## src/rtl/chkt_pkg.sv

```systemverilog
// ----------------------------------------------------------------------------
// chkt_pkg
// Shared constants and codes for the chained hash key table.
// ----------------------------------------------------------------------------
package chkt_pkg;

  localparam int BUCKETS_DEF  = 64;
  localparam int POOL_DEF     = 256;
  localparam int KEY_BITS_DEF = 16;

  localparam int KEY_W    = 16;
  localparam int KIND_W   = 2;
  localparam int STATUS_W = 2;
  localparam int HANDLE_W = 8;

  // largest width of one row of the used bitmap memory
  localparam int USED_ROW_MAX = 32;

  localparam logic [KIND_W-1:0] KIND_INSERT = 2'd0;
  localparam logic [KIND_W-1:0] KIND_DELETE = 2'd1;
  localparam logic [KIND_W-1:0] KIND_SEARCH = 2'd2;
  localparam logic [KIND_W-1:0] KIND_UNUSED = 2'd3;

  localparam logic [STATUS_W-1:0] ST_OK   = 2'd0;
  localparam logic [STATUS_W-1:0] ST_MISS = 2'd1;
  localparam logic [STATUS_W-1:0] ST_FULL = 2'd2;

endpackage

```

## src/rtl/chkt_front.sv

```systemverilog
// ----------------------------------------------------------------------------
// chkt_front
// Accepts operations, masks the key and works out its bucket with a
// reciprocal multiply and a remainder step, then queues the classified item
// for the back end.
// ----------------------------------------------------------------------------
module chkt_front #(
  parameter int BUCKETS  = chkt_pkg::BUCKETS_DEF,
  parameter int KEY_BITS = chkt_pkg::KEY_BITS_DEF,
  localparam int KE = (KEY_BITS < chkt_pkg::KEY_W) ? KEY_BITS : chkt_pkg::KEY_W,
  localparam int BW = $clog2(BUCKETS),
  localparam int IW = chkt_pkg::KIND_W + KE + BW
) (
  input  logic                          clk,
  input  logic                          rst_n,
  input  logic                          in_push,
  output logic                          in_full,
  input  logic [chkt_pkg::KIND_W-1:0]   in_kind,
  input  logic [chkt_pkg::KEY_W-1:0]    in_key,
  input  logic                          clearing,
  output logic                          item_push,
  output logic [IW-1:0]                 item_data,
  input  logic                          item_full
);

  localparam int SH = KE + BW;
  localparam int MW = KE + 2;
  // floor(2^SH / BUCKETS) + 1 gives an exact quotient for every KE-bit key
  localparam logic [MW-1:0] RECIP =
    MW'(((longint'(1) << SH) / longint'(BUCKETS)) + longint'(1));
  localparam logic [KE-1:0] DIV_K = KE'(BUCKETS);

  typedef enum logic [1:0] {F_IDLE, F_MUL, F_REM, F_PUSH} fstate_t;

  fstate_t                        state_r;
  logic [chkt_pkg::KIND_W-1:0]    kind_r;
  logic [KE-1:0]                  key_r;
  logic [KE+MW-1:0]               prod_r;
  logic [BW-1:0]                  rem_r;
  logic [KE-1:0]                  quo;
  logic [KE-1:0]                  rem_full;
  logic                           accept;

  assign in_full   = (state_r != F_IDLE) || clearing;
  assign accept    = in_push && !in_full;
  assign item_push = (state_r == F_PUSH);
  assign item_data = {kind_r, key_r, rem_r};

  // remainder wraps at KE bits, which is exact since it never exceeds the key
  assign quo      = KE'(prod_r >> SH);
  assign rem_full = key_r - quo * DIV_K;

  always_ff @(posedge clk) begin
    if (!rst_n) begin
      state_r <= F_IDLE;
    end else begin
      case (state_r)
        F_IDLE: begin
          if (accept) begin
            kind_r  <= in_kind;
            key_r   <= in_key[KE-1:0];
            state_r <= F_MUL;
          end
        end
        F_MUL: begin
          prod_r  <= {{MW{1'b0}}, key_r} * {{KE{1'b0}}, RECIP};
          state_r <= F_REM;
        end
        F_REM: begin
          rem_r   <= BW'(rem_full);
          state_r <= F_PUSH;
        end
        F_PUSH: begin
          if (!item_full) state_r <= F_IDLE;
        end
        default: state_r <= F_IDLE;
      endcase
    end
  end

endmodule

```

## config.mk

```make
export PLATFORM = sky130hd
export DESIGN_NAME = chkt_front
export DESIGN_NICKNAME = d
export VERILOG_FILES = /design/src/rtl/chkt_pkg.sv /design/src/rtl/chkt_front.sv
export SDC_FILE = /design/constraint.sdc
export NUM_CORES = 1
export LEC_CHECK = 0
export ABC_AREA = 1
export ABC_CLOCK_PERIOD_IN_PS = 2530
export BUFFER_PORTS_ARGS = -buffer_cell sky130_fd_sc_hd__buf_4
export CAP_MARGIN = 20
export CORE_MARGIN = 8
export CORE_UTILIZATION = 38
export CTS_CLUSTER_SIZE = 20
export DETAILED_ROUTE_END_ITERATION = 8
export PLACE_DENSITY = 0.72
export SETUP_SLACK_MARGIN = 0.4
export SLEW_MARGIN = 20
export SYNTH_ARGS = -nofsm -noshare
export SYNTH_HDL_FRONTEND = slang
export SYNTH_SLANG_ARGS = --single-unit
```

## constraint.sdc

```tcl
create_clock -name clk -period 2.53 [get_ports clk]
set_clock_uncertainty 0.2 [all_clocks]
set_input_delay 0.506 -clock clk [delete_from_list [all_inputs] [get_ports clk]]
set_output_delay 0.506 -clock clk [all_outputs]
set_load 0.005 [all_outputs]
```

== Yosys cells after proc, flatten, opt, wreduce, memory -nomap -nowiden ==
Cells that the tools add are included.
Operators by class
  $add $sub $neg: 1
  eq/ne operators: 5
  mux-type cells: 3
  reduce and logical (&&, ||, !) cells: 8
Operator list (number)
  2-bit one-hot mux with 4 select lines: 1
  6-bit by 1-bit subtractor with 6-bit output (second input constant): 1
  2-bit == test (second input constant): 2
  2-bit two-way mux: 2
  2-bit != test (second input constant): 2
  2-bit AND reduction: 2
  3-bit AND reduction: 1
  2-bit by 1-bit == test with 1-bit output (second input constant): 1
  2-bit logical NOT: 1
  2-bit nonzero test: 1
  1-bit logical AND: 1
  1-bit logical NOT: 1
  1-bit logical OR: 1
Storage, ports and cells
  bits in registers: 26
  bits of input ports: 23
  output and inout port bits: 26
  logic and storage cells: 21

== Longest topological paths before layout ==
  depth after elaboration: 6
  mapped depth: 6
  depth with buffers taken out: 6

== Worst setup path before layout ==
No wires, ideal clock.
  path kind: register -> register
  start point: register state_r[0]
  end point: register key_r[0], enable pin
  library setup time: 420 ps
  arrival: 2076 ps
  data required time: 1910 ps
  path slack: -166 ps
  stages on the path, launching flop included: 5
  path buffers: 0
  cells stage by stage: dfxtp_1 inv_1 ha_1 nand2_1 nor3b_1
Between the ends
  word-level cells in the longest chain between the ends: 5
  elaborated cells on any way between the ends: 6
  those cells by class: reduce/logical (6)
Ends and longest elaborated chain
  from (decl): line chkt_front.sv:35  | fstate_t state_r;
  from (signal assigned): line chkt_front.sv:55  | state_r <= F_IDLE;
  from (signal assigned): line chkt_front.sv:62  | state_r <= F_MUL;
  from (signal assigned): line chkt_front.sv:67  | state_r <= F_REM;
  2-bit nonzero test: line chkt_front.sv:44  | assign in_full = (state_r != F_IDLE) || clearing;
  1-bit logical OR: line chkt_front.sv:44
  via in_full: line chkt_front.sv:17  | output logic in_full,
  1-bit logical NOT: line chkt_front.sv:45  | assign accept = in_push && !in_full;
  1-bit logical AND: line chkt_front.sv:45
  3-bit AND reduction (no source line)
  to (signal assigned): line chkt_front.sv:61  | key_r <= in_key[KE-1:0];
  to (decl): line chkt_front.sv:37  | logic [KE-1:0] key_r;
The timed path passes the listed nets, and every way through them passes these cells.
A chain may end at the register's enable or synchronous reset.

== Final worst setup path ==
  start point: register state_r[1]
  end point: output port in_full
Between the ends
  word-level cells in the longest chain between the ends: 2
Ends and longest elaborated chain (line)
  2-bit nonzero test: chkt_front.sv:44
  1-bit logical OR: chkt_front.sv:44
  to (decl): chkt_front.sv:17
Every way passes these cells.

==> load_flow_metrics.sql <==
INSERT INTO impl_metrics (metric_group, metric, value, unit) VALUES
('run_status', 'outcome', 'finished clean', ''),
('sta', 'finalMaxSlewViolations', '0', ''),
('die', 'die_h', '64.4', 'µm'),
('yosys', 'area_leader_netlist', 'sky130_fd_sc_hd__edfxtp_1', ''),
('yosys', 'number_of_instances_in_the_synthesized_netlist', '49', ''),
('place', 'port_buffers', '48', ''),
('worst_setup_path', 'worstPathArrival', '1.24', 'ns'),
('yosys', 'synth.distinct_cells', '11', ''),
('sta', 'hold_viol', '0', ''),
('drt', 'route.vias.total', '565', ''),
('worst_setup_path', 'cp_cell_sequence', 'inv_1, ha_1, nand2_1, buf_4', ''),
('clocking', 'clock_latency', '0.30', 'ns'),
('clocking', 'tritoncts', 'done', ''),
('worst_setup_path', 'timing.critical_path.max_delay_family', 'flip-flops', ''),
('yosys', 'synth-edff-count', '24', ''),
('sta', 'setup_viol', '0', ''),
('power', 'irDropWorstVdd', '0.419', 'mV'),
('global_routing', 'initial_antenna_violation_count', '0', ''),
('place', 'dp.final_hpwl', '1.55', 'mm'),
('clocking', 'sinks_on_clock_net', '26', ''),
('job', 'max_cap_viol_count', '0', ''),
('die', 'pin_count', '49', ''),
('yosys', 'syn-cell-area', '890', 'µm²'),
('global_routing', 'grt_usage', '8.93', '%'),
('worst_hold_path', 'min_path_cells', '1', ''),
('clocking', 'path_clk_slew', '0.13', 'ns'),
('sta', 'total_negative_slack', '0', 'ns'),
('clocking', 'clock-root-buffer', 'sky130_fd_sc_hd__clkbuf_4', ''),
('yosys', 'post_synth.cell_area_avg', '18.2', 'µm²'),
('yosys', 'ys.flop_type', 'sky130_fd_sc_hd__edfxtp_1', ''),
('global_routing', 'grt_remaining_overflow', '0', ''),
('clocking', 'cts_htree_levels', '1', ''),
('worst_setup_path', 'crit_path_start_kind', 'flop', ''),
('worst_setup_path', 'timing.rr.end', 'key_r[3]', ''),
('place', 'gpl.final_weighted_congestion', '0.737', ''),
('die', 'start_util', '40.2', '%'),
('power', 'p_leak', '0.571', 'nW'),
('worst_setup_path', 'critical-path-slowest-cell', 'sky130_fd_sc_hd__dfxtp_1', ''),
('worst_setup_path', 'rrSetupSlack', '0.84', 'ns'),
('die', 'core.rowCount', '17', ''),
('worst_setup_path', 'worstRegToRegCells', '5', ''),
('worst_setup_path', 'max_stage_delay', '0.42', 'ns'),
('clocking', 'holdBufCountCts', '0', ''),
('drt', 'drcViolationCount', '0', ''),
('yosys', 'ys_warn_count', '0', ''),
('place', 'dp_cells', '126', ''),
('cells_and_area', 'final_layout_size_suffix_gt1_share', '53.9', '%'),
('yosys', 'synth_top_area_share', '81.0', '%'),
('sta', 'grt_setup_unrepaired', 'false', ''),
('worst_setup_path', 'crit-reg2reg-launch', 'state_r[0]', ''),
('cells_and_area', 'syn_to_final_growth', '48.8', '%'),
('cells_and_area', 'antenna_cells', '0', ''),
('clocking', 'cts_setup_buffers', '0', ''),
('yosys', 'async_reset_ff_share', '0', '%'),
('yosys', 'synth_sequential_area_ratio', '85.5', '%'),
('worst_setup_path', 'cp-end-kind', 'output port', ''),
('yosys', 'synth.net_count', '75', ''),
('worst_hold_path', 'holdPathEnd', 'key_r[12]', ''),
('worst_hold_path', 'worst_hold_path_class', 'input pin to flop', ''),
('sta', 'finalCritPeriodShare', '76.8', '%'),
('drt', 'firstDrtPassIters', '4', ''),
('power', 'p_total', '0.949', 'mW'),
('global_routing', 'number_of_global_route_vias_before_repair', '634', ''),
('worst_hold_path', 'worst_hold_startpoint', 'in_key[12]', ''),
('die', 'core_region_area', '2210', 'µm²'),
('power', 'cellPowerDensity', '717', 'nW/µm²'),
('worst_setup_path', 'cp_num_buf_inv', '2', ''),
('drt', 'totalWireLength', '1.86', 'mm'),
('clocking', 'cts_max_path_buffers', '2', ''),
('worst_setup_path', 'setup.worst_path.class', 'flop to output port', ''),
('sta', 'post-route-min-period', '1.94', 'ns');
==> sequential cells by signal, indices dropped and copies added (netlist names) <==
register  flops
key_r        16
rem_r         6
kind_r        2
state_r       2
==> worst max-delay path by stage <==
stage	start	depth (start not counted)	end	slack (ns)
2_1_floorplan	state_r[0]	4	key_r[0]	0.46
3_3_place_gp	clearing	5	key_r[6]	0.86
3_5_place_dp	state_r[0]	5	key_r[9]	0.84
4_1_cts	state_r[1]	4	in_full	0.57
5_1_grt	state_r[1]	4	in_full	0.48
6_report	state_r[1]	4	in_full	0.59
==> power by group <==
group	total [mW]	internal (mW)	switching, mW
clock network	0.164	0.0576	0.106
logic	0.237	0.116	0.120
registers	0.548	0.526	0.0226
total	0.949	0.700	0.249
==> per-stage QoR <==
step	setup slack (ns)	hold WS (ns)
after floorplan	0.459	0.252
after global placement	0.861	0.238
after detailed placement	0.836	0.237
after CTS	0.566	0.142
after global routing	0.479	0.135
final	0.586	0.160
==> routing by layer <==
metal	global-route usage (%)	vias to the layer above	part of all wire, %
li1	-	279	-
met1	7.37	264	32
met2	17.1	22	61
met3	3.31	0	7.3
met4	5.72	0	0
met5	0	-	0
==> area by class of cell <==
type | instances | area [µm²] | area share (%)
Clock buffer | 3 | 22.5 | 1.70
Clock inverter | 1 | 3.75 | 0.284
Inverter | 6 | 22.5 | 1.70
Multi-Input combinational cell | 17 | 111 | 8.41
Sequential cell | 26 | 761 | 57.5
Tap cell | 28 | 35.0 | 2.65
Timing Repair Buffer | 49 | 368 | 27.8
==> cell families (layout without fill, tap and decap cells) <==
group,after synthesis,after routing,synth area share [%]
DFF,26,26,85.5
and+or+nand+nor,11,11,5.20
buffers and inverters,6,59,2.53
adders and majority gates,3,3,4.22
AOI/OAI and AO/OA,3,3,2.53
==> cells in the final DEF, fill, tap and decap left out, drive strengths merged <==
master / Yosys / routed
o21ai: 1 / 1
ha: 3 / 3
dfxtp: 2 / 2
a21oi: 2 / 2
clkbuf: 0 / 3
inv: 6 / 6
nor3b: 1 / 1
clkinv: 0 / 1
buf: 0 / 49
edfxtp: 24 / 24
nand3: 1 / 1
nor2: 2 / 2
nand2: 7 / 7
No activity file was read; power rests on OpenSTA's default activity.
