## config.mk

```make
export PLATFORM = sky130hd
export DESIGN_NAME = chkt_fifo
export DESIGN_NICKNAME = d
export VERILOG_FILES = /design/src/rtl/chkt_fifo.sv
export SDC_FILE = /design/constraint.sdc
export NUM_CORES = 1
export LEC_CHECK = 0
export BUFFER_PORTS_ARGS = -buffer_cell sky130_fd_sc_hd__buf_2
export CORE_ASPECT_RATIO = 1.2
export CORE_UTILIZATION = 48
export DETAILED_ROUTE_END_ITERATION = 16
export PLACE_DENSITY = 0.74
export SLEW_MARGIN = 20
export SYNTH_ARGS = -nofsm -noshare
export SYNTH_HDL_FRONTEND = slang
export SYNTH_SLANG_ARGS = --single-unit
```

## constraint.sdc

```tcl
create_clock -name clk -period 1.9 [get_ports clk]
set_input_delay 0.19 -clock clk [delete_from_list [all_inputs] [get_ports clk]]
set_output_delay 0.19 -clock clk [all_outputs]
set_load 0.005 [all_outputs]
```

## src/rtl/chkt_fifo.sv

```systemverilog
// ----------------------------------------------------------------------------
// chkt_fifo
// Two-entry queue that decouples a producer from a consumer.
// ----------------------------------------------------------------------------
module chkt_fifo #(
  parameter int W = 8
) (
  input  logic         clk,
  input  logic         rst_n,
  input  logic         push,
  input  logic [W-1:0] din,
  output logic         full,
  input  logic         pop,
  output logic [W-1:0] dout,
  output logic         empty
);

  logic [W-1:0] data0_r;
  logic [W-1:0] data1_r;
  logic         rd_r;
  logic         wr_r;
  logic [1:0]   cnt_r;
  logic         do_push;
  logic         do_pop;

  assign full    = (cnt_r == 2'd2);
  assign empty   = (cnt_r == 2'd0);
  assign do_push = push && !full;
  assign do_pop  = pop && !empty;
  assign dout    = rd_r ? data1_r : data0_r;

  always_ff @(posedge clk) begin
    if (!rst_n) begin
      rd_r  <= 1'b0;
      wr_r  <= 1'b0;
      cnt_r <= 2'd0;
    end else begin
      if (do_push) wr_r <= ~wr_r;
      if (do_pop) rd_r <= ~rd_r;
      if (do_push && !do_pop) cnt_r <= cnt_r + 2'd1;
      else if (do_pop && !do_push) cnt_r <= cnt_r - 2'd1;
    end
  end

  always_ff @(posedge clk) begin
    if (do_push && !wr_r) data0_r <= din;
    if (do_push && wr_r) data1_r <= din;
  end

endmodule

```

# Word level (Yosys, flattened, before mapping)
# Cells that the tools add are included.
[totals] out_inout_bits=10 in_bits=12 ff_bits=20
[op_classes] reduce_logical=13 bitwise=2 muxes=3 addsub=2 eq_ne=1
[op_table] cell="$mux W8" count=1
[op_table] cell="$logic_and A1 B1 Y1" count=6
[op_table] cell="$logic_not A1 Y1" count=5
[op_table] cell="$mux W2" count=2
[op_table] cell="$add A2 B1 Y2 const B" count=1
[op_table] cell="$eq A2 B2 Y1 const B" count=1
[op_table] cell="$logic_not A2 Y1" count=1
[op_table] cell="$not A1 Y1" count=2
[op_table] cell="$reduce_bool A2 Y1" count=1
[op_table] cell="$sub A2 B1 Y2 const B" count=1

# Longest topological paths before layout
# Gate-level depths: netlist of run 1.
[depth] ltp_word=7 mapped_depth=7 depth_no_buf=7

# Least setup slack after synthesis of run 1
# OpenSTA, ideal clock, no wires.
[synth_timing] path_type="reg-to-reg" start="register cnt_r[0]" end="register cnt_r[1]" arrival_ns=1.398 t_required_ns=1.830 setup_slack_ns=0.432 path_stages_with_launch=7 setup_time_ns=0.070 path_buffers=0 cell_sequence="dfxtp_1 > nand2b_1 > inv_2 > nor2_1 > ha_1 > or3_1 > a21boi_1"
[synth_between] elab_chain_len=6 word_cells_on_any_way=15 classes_between="add/sub (2); eq/ne (1); mux (2); reduce/logical (10)"
[synth_lines] element="from (decl)" line="22" text="logic [1:0] cnt_r;"
[synth_lines] element="from (signal assigned)" line="40" text="if (do_push && !do_pop) cnt_r <= cnt_r + 2'd1;"
[synth_lines] element="from (signal assigned)" line="41" text="else if (do_pop && !do_push) cnt_r <= cnt_r - 2'd1;"
[synth_lines] element="$eq A2 B2 Y1 *" line="26" text="assign full = (cnt_r == 2'd2);"
[synth_lines] element="net full" line="12" text="output logic full,"
[synth_lines] element="$logic_not A1 Y1 *" line="28" text="assign do_push = push && !full;"
[synth_lines] element="$logic_and A1 B1 Y1 *" line="28"
[synth_lines] element="net do_push" line="23" text="logic do_push;"
[synth_lines] element="$logic_not A1 Y1" line="41"
[synth_lines] element="$logic_and A1 B1 Y1" line="41"
[synth_lines] element="$reduce_bool A2 Y1 (no line)"
# Mark *: on every way through the listed nets, which the timed path passes. The rest lies on a longest branch. The select of a mux whose other input is x is not followed.
# A chain may end at the register's enable or synchronous reset.

# Final worst setup path of run 1
[layout_timing] start="register rd_r" end="output port dout[0]"
[layout_between] elab_chain_len=1
[layout_lines] element="from (decl)" line="20" text="logic rd_r;"
[layout_lines] element="from (signal assigned)" line="39" text="if (do_pop) rd_r <= ~rd_r;"
[layout_lines] element="$mux W8" line="30" text="assign dout = rd_r ? data1_r : data0_r;"
[layout_lines] element="to (decl)" line="14" text="output logic [W-1:0] dout,"
# No other way between the ends.

==> reports/metrics.yaml, run 1 <==
run_status:
  status: "finished, final reports clean"
critical_path:
  worstSetupEndpointType: "primary output"
  cp_slowest_stage_delay_ps: 600
  path_max_fanout: 9
  reg2reg_depth: 6
  cp.required_ps: 1710
  cp_slowest_cell: "dfxtp_1"
  crit_arrival_ps: 1400
  start_kind: "flop"
  ff2ff_setup_slack_ps: 340
  critPathKind: "flop to primary output"
  crit_chain: "mux2_2 -> buf_2"
die:
  pin_count: 22
  start_util_pct: 52.83
  coreArea_um2: 1483
  fp.dieW_um: 38.88
  num_rows: 15
  die_h_um: 46.25
  die_area_um2: 1798
placed_design:
  place_congestion: 0.6499
  placed_area_um2: 919.6
  dp_hpwl_um: 835.4
  port_buffers: 21
  dp.cells: 87
finish:
  antennaDiodeCount: 0
  areaGrowthSynthToFinish_pct: 24.12
  final_area_um2: 972.2
  post-route-util_pct: 65.57
  final_cell_mix: "buf_2 (21), edfxtp_1 (16), mux2_2 (8)"
  nets: 88
  final_cells: 91
  drive_gt1_share_pct: 50.00
  final_common_cell: "buf_2"
clock_tree:
  h-tree-depth: 1
  cts_tree: "done"
  numCtsBuffers: 3
  clk_pin_slew_ps: 120
  cts_hold_buffers: 0
  clk_latency_ps: 300
  cts_resized: 0
  cts_root_buf: "clkbuf_4"
  cts_sinks: 20
  cts_setup_buffers: 0
  clk_path_buf_depth: 2
detailed_routing:
  dr.pass1.iters: 2
  routedWlPerCell_um: 12.70
  drt_iter0_markers: 9
  vias: 468
  drc: 0
  via_per_inst: 5.143
  wl_mm: 1.156
  ant_nets: 0
pwr:
  power.leakage_nw: 0.3909
  p_sw_share_pct: 25.56
  seq_power_share_pct: 47.2
  power_density_nw_per_um2: 1349
  pwr-share-clk_pct: 26.0
  p_switching_mw: 0.3353
  irDropWorstVdd_v: 0.0009940
  comb_power_share_pct: 26.8
  internal_power_mw: 0.9766
sta:
  max_freq_mhz: 628.7
  min_period_over_period_pct: 83.71
  fin_crit_ps: 1591
  whs_ps: 68.85
  drv_slew: 0
  slew_headroom_pct: 71.00
  hold_viol: 0
  skew_ps: 14.88
  tightest_slew_ps: 434.4
  rsz0062_at_grt: "no"
  finalSetupViolCount: 0
  setup_tns_ps: 0
logic_synthesis:
  synthTopCellsByArea: "edfxtp_1 (61%), mux2_2 (12%), dfxtp_1 (10%)"
  yosysTopAreaCell: "edfxtp_1"
  ys_types: 20
  syn_avg_cell_area_um2: 16.32
  synth_cells: 48
  yosysTopAreaCellShare_pct: 61.34
  yosys_warnings: 0
  synth_nets: 61
  synth_seq_cells: 20
  ys_seq_area_share_pct: 71.57
  syn_area_um2: 783.3
grt:
  grt_usage_pct: 15.69
  antenna_found_initial: 0
  overflow: 0
  grt_max_degree: 13
  grt_pass1_vias: 413
  grt_first_pass_wirelength_mm: 1.745
flow_run:
  drv_cap: 0
worst_hold_path:
  holdCritPathClass: "input port to flop"
  hold_depth: 1
layout make-up:
class | instances | area, um2
Sequential cell | 20 | 560.5
Fill cell | 110 | 510.5
Multi-Input combinational cell | 25 | 210.2
Timing Repair Buffer | 23 | 120.1
Clock inverter | 1 | 30.03
Clock buffer | 3 | 22.52
Tap cell | 17 | 21.27
Inverter | 2 | 7.507
cells by family (layout without fill, tap and decap cells):
family                     Yosys count  after routing  share of synthesized area, %
AOI/OAI and AO/OA                    5              5                         4.153
xor gates and xnor gates             3              3                         3.355
adders and majority gates            1              1                         1.597
buffers and inverters                3             29                         1.596
DFF                                 20             20                         71.57
muxes                                8              8                         11.50
and+or+nand+nor                      8              8                         6.232
routing by layer:
layer / wire (um) / track usage [%]
met1: 517 / 18.83
met2: 574 / 23.33
met3: 49 / 4.348
met4: 14 / 12.41
met5: 0 / 0
power groups by stage:
stage	Sequential (mW)	Combinational [mW]	Clock, mW
2_1_floorplan	0.594	0.255	0
3_3_place_gp	0.624	0.349	0
3_5_place_dp	0.630	0.357	0
4_1_cts	0.621	0.358	0.349
5_1_grt	0.633	0.395	0.361
6_report	0.619	0.352	0.340
path summary, 6_finish.rpt:
path / startpoint / endpoint
setup reg to reg: cnt_r[0] / cnt_r[1]
hold reg to reg: cnt_r[1] / cnt_r[1]
setup / recovery: rd_r / dout[0]
hold / removal: din[6] / data1_r[6]
Yosys cell counts:
master    count
nand2b_1      1
o21a_1        1
dfxtp_1       4
and3_1        1
mux2_2        8
o21ai_1       1
a21boi_0      1
ha_1          1
nor3_2        1
nor2_1        2
inv_2         1
and2_1        2
edfxtp_1     16
inv_1         1
a21boi_1      1
or3_1         1
o21ai_0       1
xor2_1        1
buf_2         1
xnor2_1       2
state kept, by name, indices dropped and copies added, names as in the netlist:
| signal | cells |
|---|---|
| cnt_r | 2 |
| data0_r | 8 |
| data1_r | 8 |
| rd_r | 1 |
| wr_r | 1 |
metrics by stage:
stage	setup slack (ps)	total power, mW
4_1_cts	278.4	1.329
2_1_floorplan	432.5	0.8484
3_3_place_gp	406.5	0.9731
5_1_grt	192.9	1.390
6_report	309.4	1.312
3_5_place_dp	341.2	0.9868
worst max-delay path, delay by kind of cell (launching register included):
| family | cells | cell delay (ps) |
|---|---|---|
| multiplexers | 1 | 390 |
| buffers and inverters | 1 | 120 |
| flip-flops | 1 | 600 |
No activity file was read; power rests on OpenSTA's default activity.
==> run 2, diff against run 1 <==
--- a/config.mk
+++ b/config.mk
@@ -5,11 +5,12 @@
 export SDC_FILE = /design/constraint.sdc
 export NUM_CORES = 1
 export LEC_CHECK = 0
+export ABC_AREA = 1
 export BUFFER_PORTS_ARGS = -buffer_cell sky130_fd_sc_hd__buf_2
 export CORE_ASPECT_RATIO = 1.2
-export CORE_UTILIZATION = 48
+export CORE_UTILIZATION = 49
 export DETAILED_ROUTE_END_ITERATION = 16
-export PLACE_DENSITY = 0.74
+export PLACE_DENSITY = 0.76
 export SLEW_MARGIN = 20
 export SYNTH_ARGS = -nofsm -noshare
 export SYNTH_HDL_FRONTEND = slang
==> constraint.sdc (replaced) <==
create_clock -name clk -period 1.5 [get_ports clk]
set_input_delay 0.15 -clock clk [delete_from_list [all_inputs] [get_ports clk]]
set_output_delay 0.15 -clock clk [all_outputs]
set_load 0.005 [all_outputs]
==> run 2 against run 1 <==
First-iteration DRC count is 22% lower; largest cell class unchanged; non-clock buffer count grew 1; highest routed layer unchanged; synthesized area is 1.8% higher; via count up 22%; cell area rose by 2.3%; final cell count rose by 32%.
==> reports/metrics.yaml, run 2 <==
logic_synthesis:
  yosys_warnings: 0
  yosysTopAreaCellShare_pct: 60.28
  synth_flop_cell: "edfxtp_1"
  yosys.area_share.simple_pct: 20.09
  syn_area_um2: 797.0
  synth_common_cells: "nand2_1 (29), edfxtp_1 (16), nor2_1 (9)"
  yosysTopAreaCell: "edfxtp_1"
  synth_seq_cells: 20
  synth_cells: 76
  syn_avg_cell_area_um2: 10.49
  synth_edf_count: 16
  ys_seq_area_share_pct: 70.33
  synth_xor_area_share_pct: 0
  synth-compound-area-share_pct: 3.611
  synth.most_common_cell: "nand2_1"
  synth_fa_ha_area_share_pct: 1.570
  synth_nets: 89
  ys_types: 15
  synth_top_family_by_area: "simple AND/OR/NAND/NOR gates"
  synth_mux_area_share_pct: 0
  ys_async_sr_fraction_pct: 0
  synthTopCellsByArea: "edfxtp_1 (60%), nand2_1 (14%), dfxtp_1 (10%)"
grt:
  grt_usage_pct: 16.31
  antenna_found_initial: 0
  grt_pass1_vias: 479
  grt_use_met2_pct: 28.00
  grt_max_degree: 13
  grt.met3_usage_pct: 5.314
  use_met1_pct: 17.26
  overflow: 0
  busiest_layer: "met2"
  grt_first_pass_wirelength_mm: 1.904
pwr:
  finalPower_mw: 1.695
  comb_power_share_pct: 29.0
  power_density_nw_per_um2: 1704
  irDropWorstVdd_v: 0.001015
  pwr-share-clk_pct: 25.0
  p_sw_share_pct: 29.95
  seq_power_share_pct: 45.9
  power.leakage_nw: 0.4627
  internal_power_mw: 1.187
  p_switching_mw: 0.5075
sta:
  min_period_over_period_pct: 94.86
  max_freq_mhz: 702.8
  skew_ps: 4.317
  hold_viol: 0
  fin_crit_ps: 1423
  rsz0062_at_grt: "no"
  setup_tns_ps: 0
  finalSetupViolCount: 0
  drv_slew: 0
  tightest_slew_ps: 243.7
  slew_headroom_pct: 83.65
die:
  fp.dieW_um: 38.82
  die_h_um: 46.18
  start_util_pct: 53.76
  num_rows: 15
  coreArea_um2: 1483
  die_area_um2: 1792
  pin_count: 22
clock_tree:
  cts_root_buf: "clkbuf_4"
  cts_setup_buffers: 0
  h-tree-depth: 1
  numCtsBuffers: 3
  cts_tree: "done"
  clk_pin_slew_ps: 110
  clk_path_buf_depth: 2
  clk_latency_ps: 290
  cts_sinks: 20
finish:
  fillers: 121
  antennaDiodeCount: 0
  final_area_um2: 994.7
  final_common_cell: "nand2_1"
  final_cell_mix: "nand2_1 (29), buf_2 (21), edfxtp_1 (16)"
  drive_gt1_share_pct: 33.98
  nets: 117
  areaGrowthSynthToFinish_pct: 24.80
  reg_top3: "data0_r (8), data1_r (8), cnt_r (2)"
detailed_routing:
  wl_mm: 1.329
  drc: 0
  via_per_inst: 4.767
  vias: 572
  dr.pass1.iters: 4
  drt_iter0_markers: 7
  routedWlPerCell_um: 11.08
  ant_nets: 0
critical_path:
  worstSetupEndpointType: "flop"
  r2r_start: "cnt_r[0]"
  r2r-end: "cnt_r[1]"
  reg2reg_depth: 8
  ff2ff_setup_slack_ps: 80
  crit_chain: "o21ai_2 -> inv_2 -> ha_1 -> inv_1 -> nand3_1 -> nand2_1 -> inv_1 -> nor2_1"
  cp.required_ps: 1730
  cp_common_cell: "inv_1"
  critPathKind: "flop to flop"
  crit_arrival_ps: 1650
  cp_slowest_cell: "dfxtp_1"
  path_max_fanout: 6
  cp_slowest_stage_delay_ps: 390
  start_kind: "flop"
worst_hold_path:
  holdPathEnd: "data1_r[6]"
  worstHoldStart: "din[6]"
  hold_depth: 1
  holdCritPathClass: "input port to flop"
placed_design:
  place_congestion: 0.6971
  port_buffers: 21
  placed_area_um2: 940.9
  dp_hpwl_mm: 1.030
flow_run:
  drv_cap: 0
run_status:
  status: "finished, final reports clean"
==> run 2: worst max path at each step <==
stage	end	from	slack, ps
floorplan	cnt_r[1]	cnt_r[1]	220
global placement	cnt_r[1]	cnt_r[1]	170
detailed placement	cnt_r[1]	cnt_r[1]	90
CTS	cnt_r[1]	cnt_r[1]	60
global route	cnt_r[1]	cnt_r[1]	10
finish	cnt_r[1]	cnt_r[0]	80
==> run 2: critical path: cells and delay by family, from the launching register on <==
family | cells | cell delay [ps]
compound gates | 1 | 240
fa+ha+maj | 1 | 320
buf+inv | 3 | 180
flops | 1 | 390
simple gates | 3 | 240
==> run 2: cell type report <==
type                    instances  area [um2]  share of cell area (%)
clock buffers                   3       22.52                   2.264
clock inverters                 1       30.03                   3.019
inverters                       8       30.03                   3.019
multi-input cells              47       201.4                   20.25
flip-flops and latches         20       561.8                   56.48
well taps                      17       21.27                   2.138
repair buffers                 24       127.6                   12.83
==> run 2: timing repair <==
action / 4_1_cts / 5_1_grt
hold endpoints to repair: 0 / 0
endpoints found under the setup margin: 0 / 1
hold buffers: 0 / 0
gates resized for setup: 0 / 1
==> run 2: power groups by stage <==
stage / combinational, mW / sequential, mW / clock (mW)
after CTS: 0.496 / 0.775 / 0.429
after floorplan: 0.312 / 0.763 / 0
after global placement: 0.473 / 0.782 / 0
after global routing: 0.559 / 0.790 / 0.452
final: 0.492 / 0.778 / 0.424
after detailed placement: 0.494 / 0.789 / 0
==> run 2: cells by family after synthesis <==
family / Yosys count
AO/OA/AOI/OAI: 5
AND/OR/NAND/NOR: 41
adder cells (fa/ha/maj): 1
flip-flops: 20
buffers and inverters: 9
==> run 2: per-stage QoR <==
stage	utilization, %	std cells	hold slack (ps)	setup slack (ps)
finish	67.09	120	39.80	77.12
global route	67.09	120	17.04	12.66
CTS	67.00	120	36.33	62.07
detailed placement	63.46	116	343.0	88.54
global placement	63.46	116	336.9	171.4
floorplan	-	76	248.9	215.6
==> run 2: metal layers <==
metal	vias up	wire length (um)
met5	-	0
met4	0	23
met3	4	63
met2	17	688
met1	249	553
li1	302	-
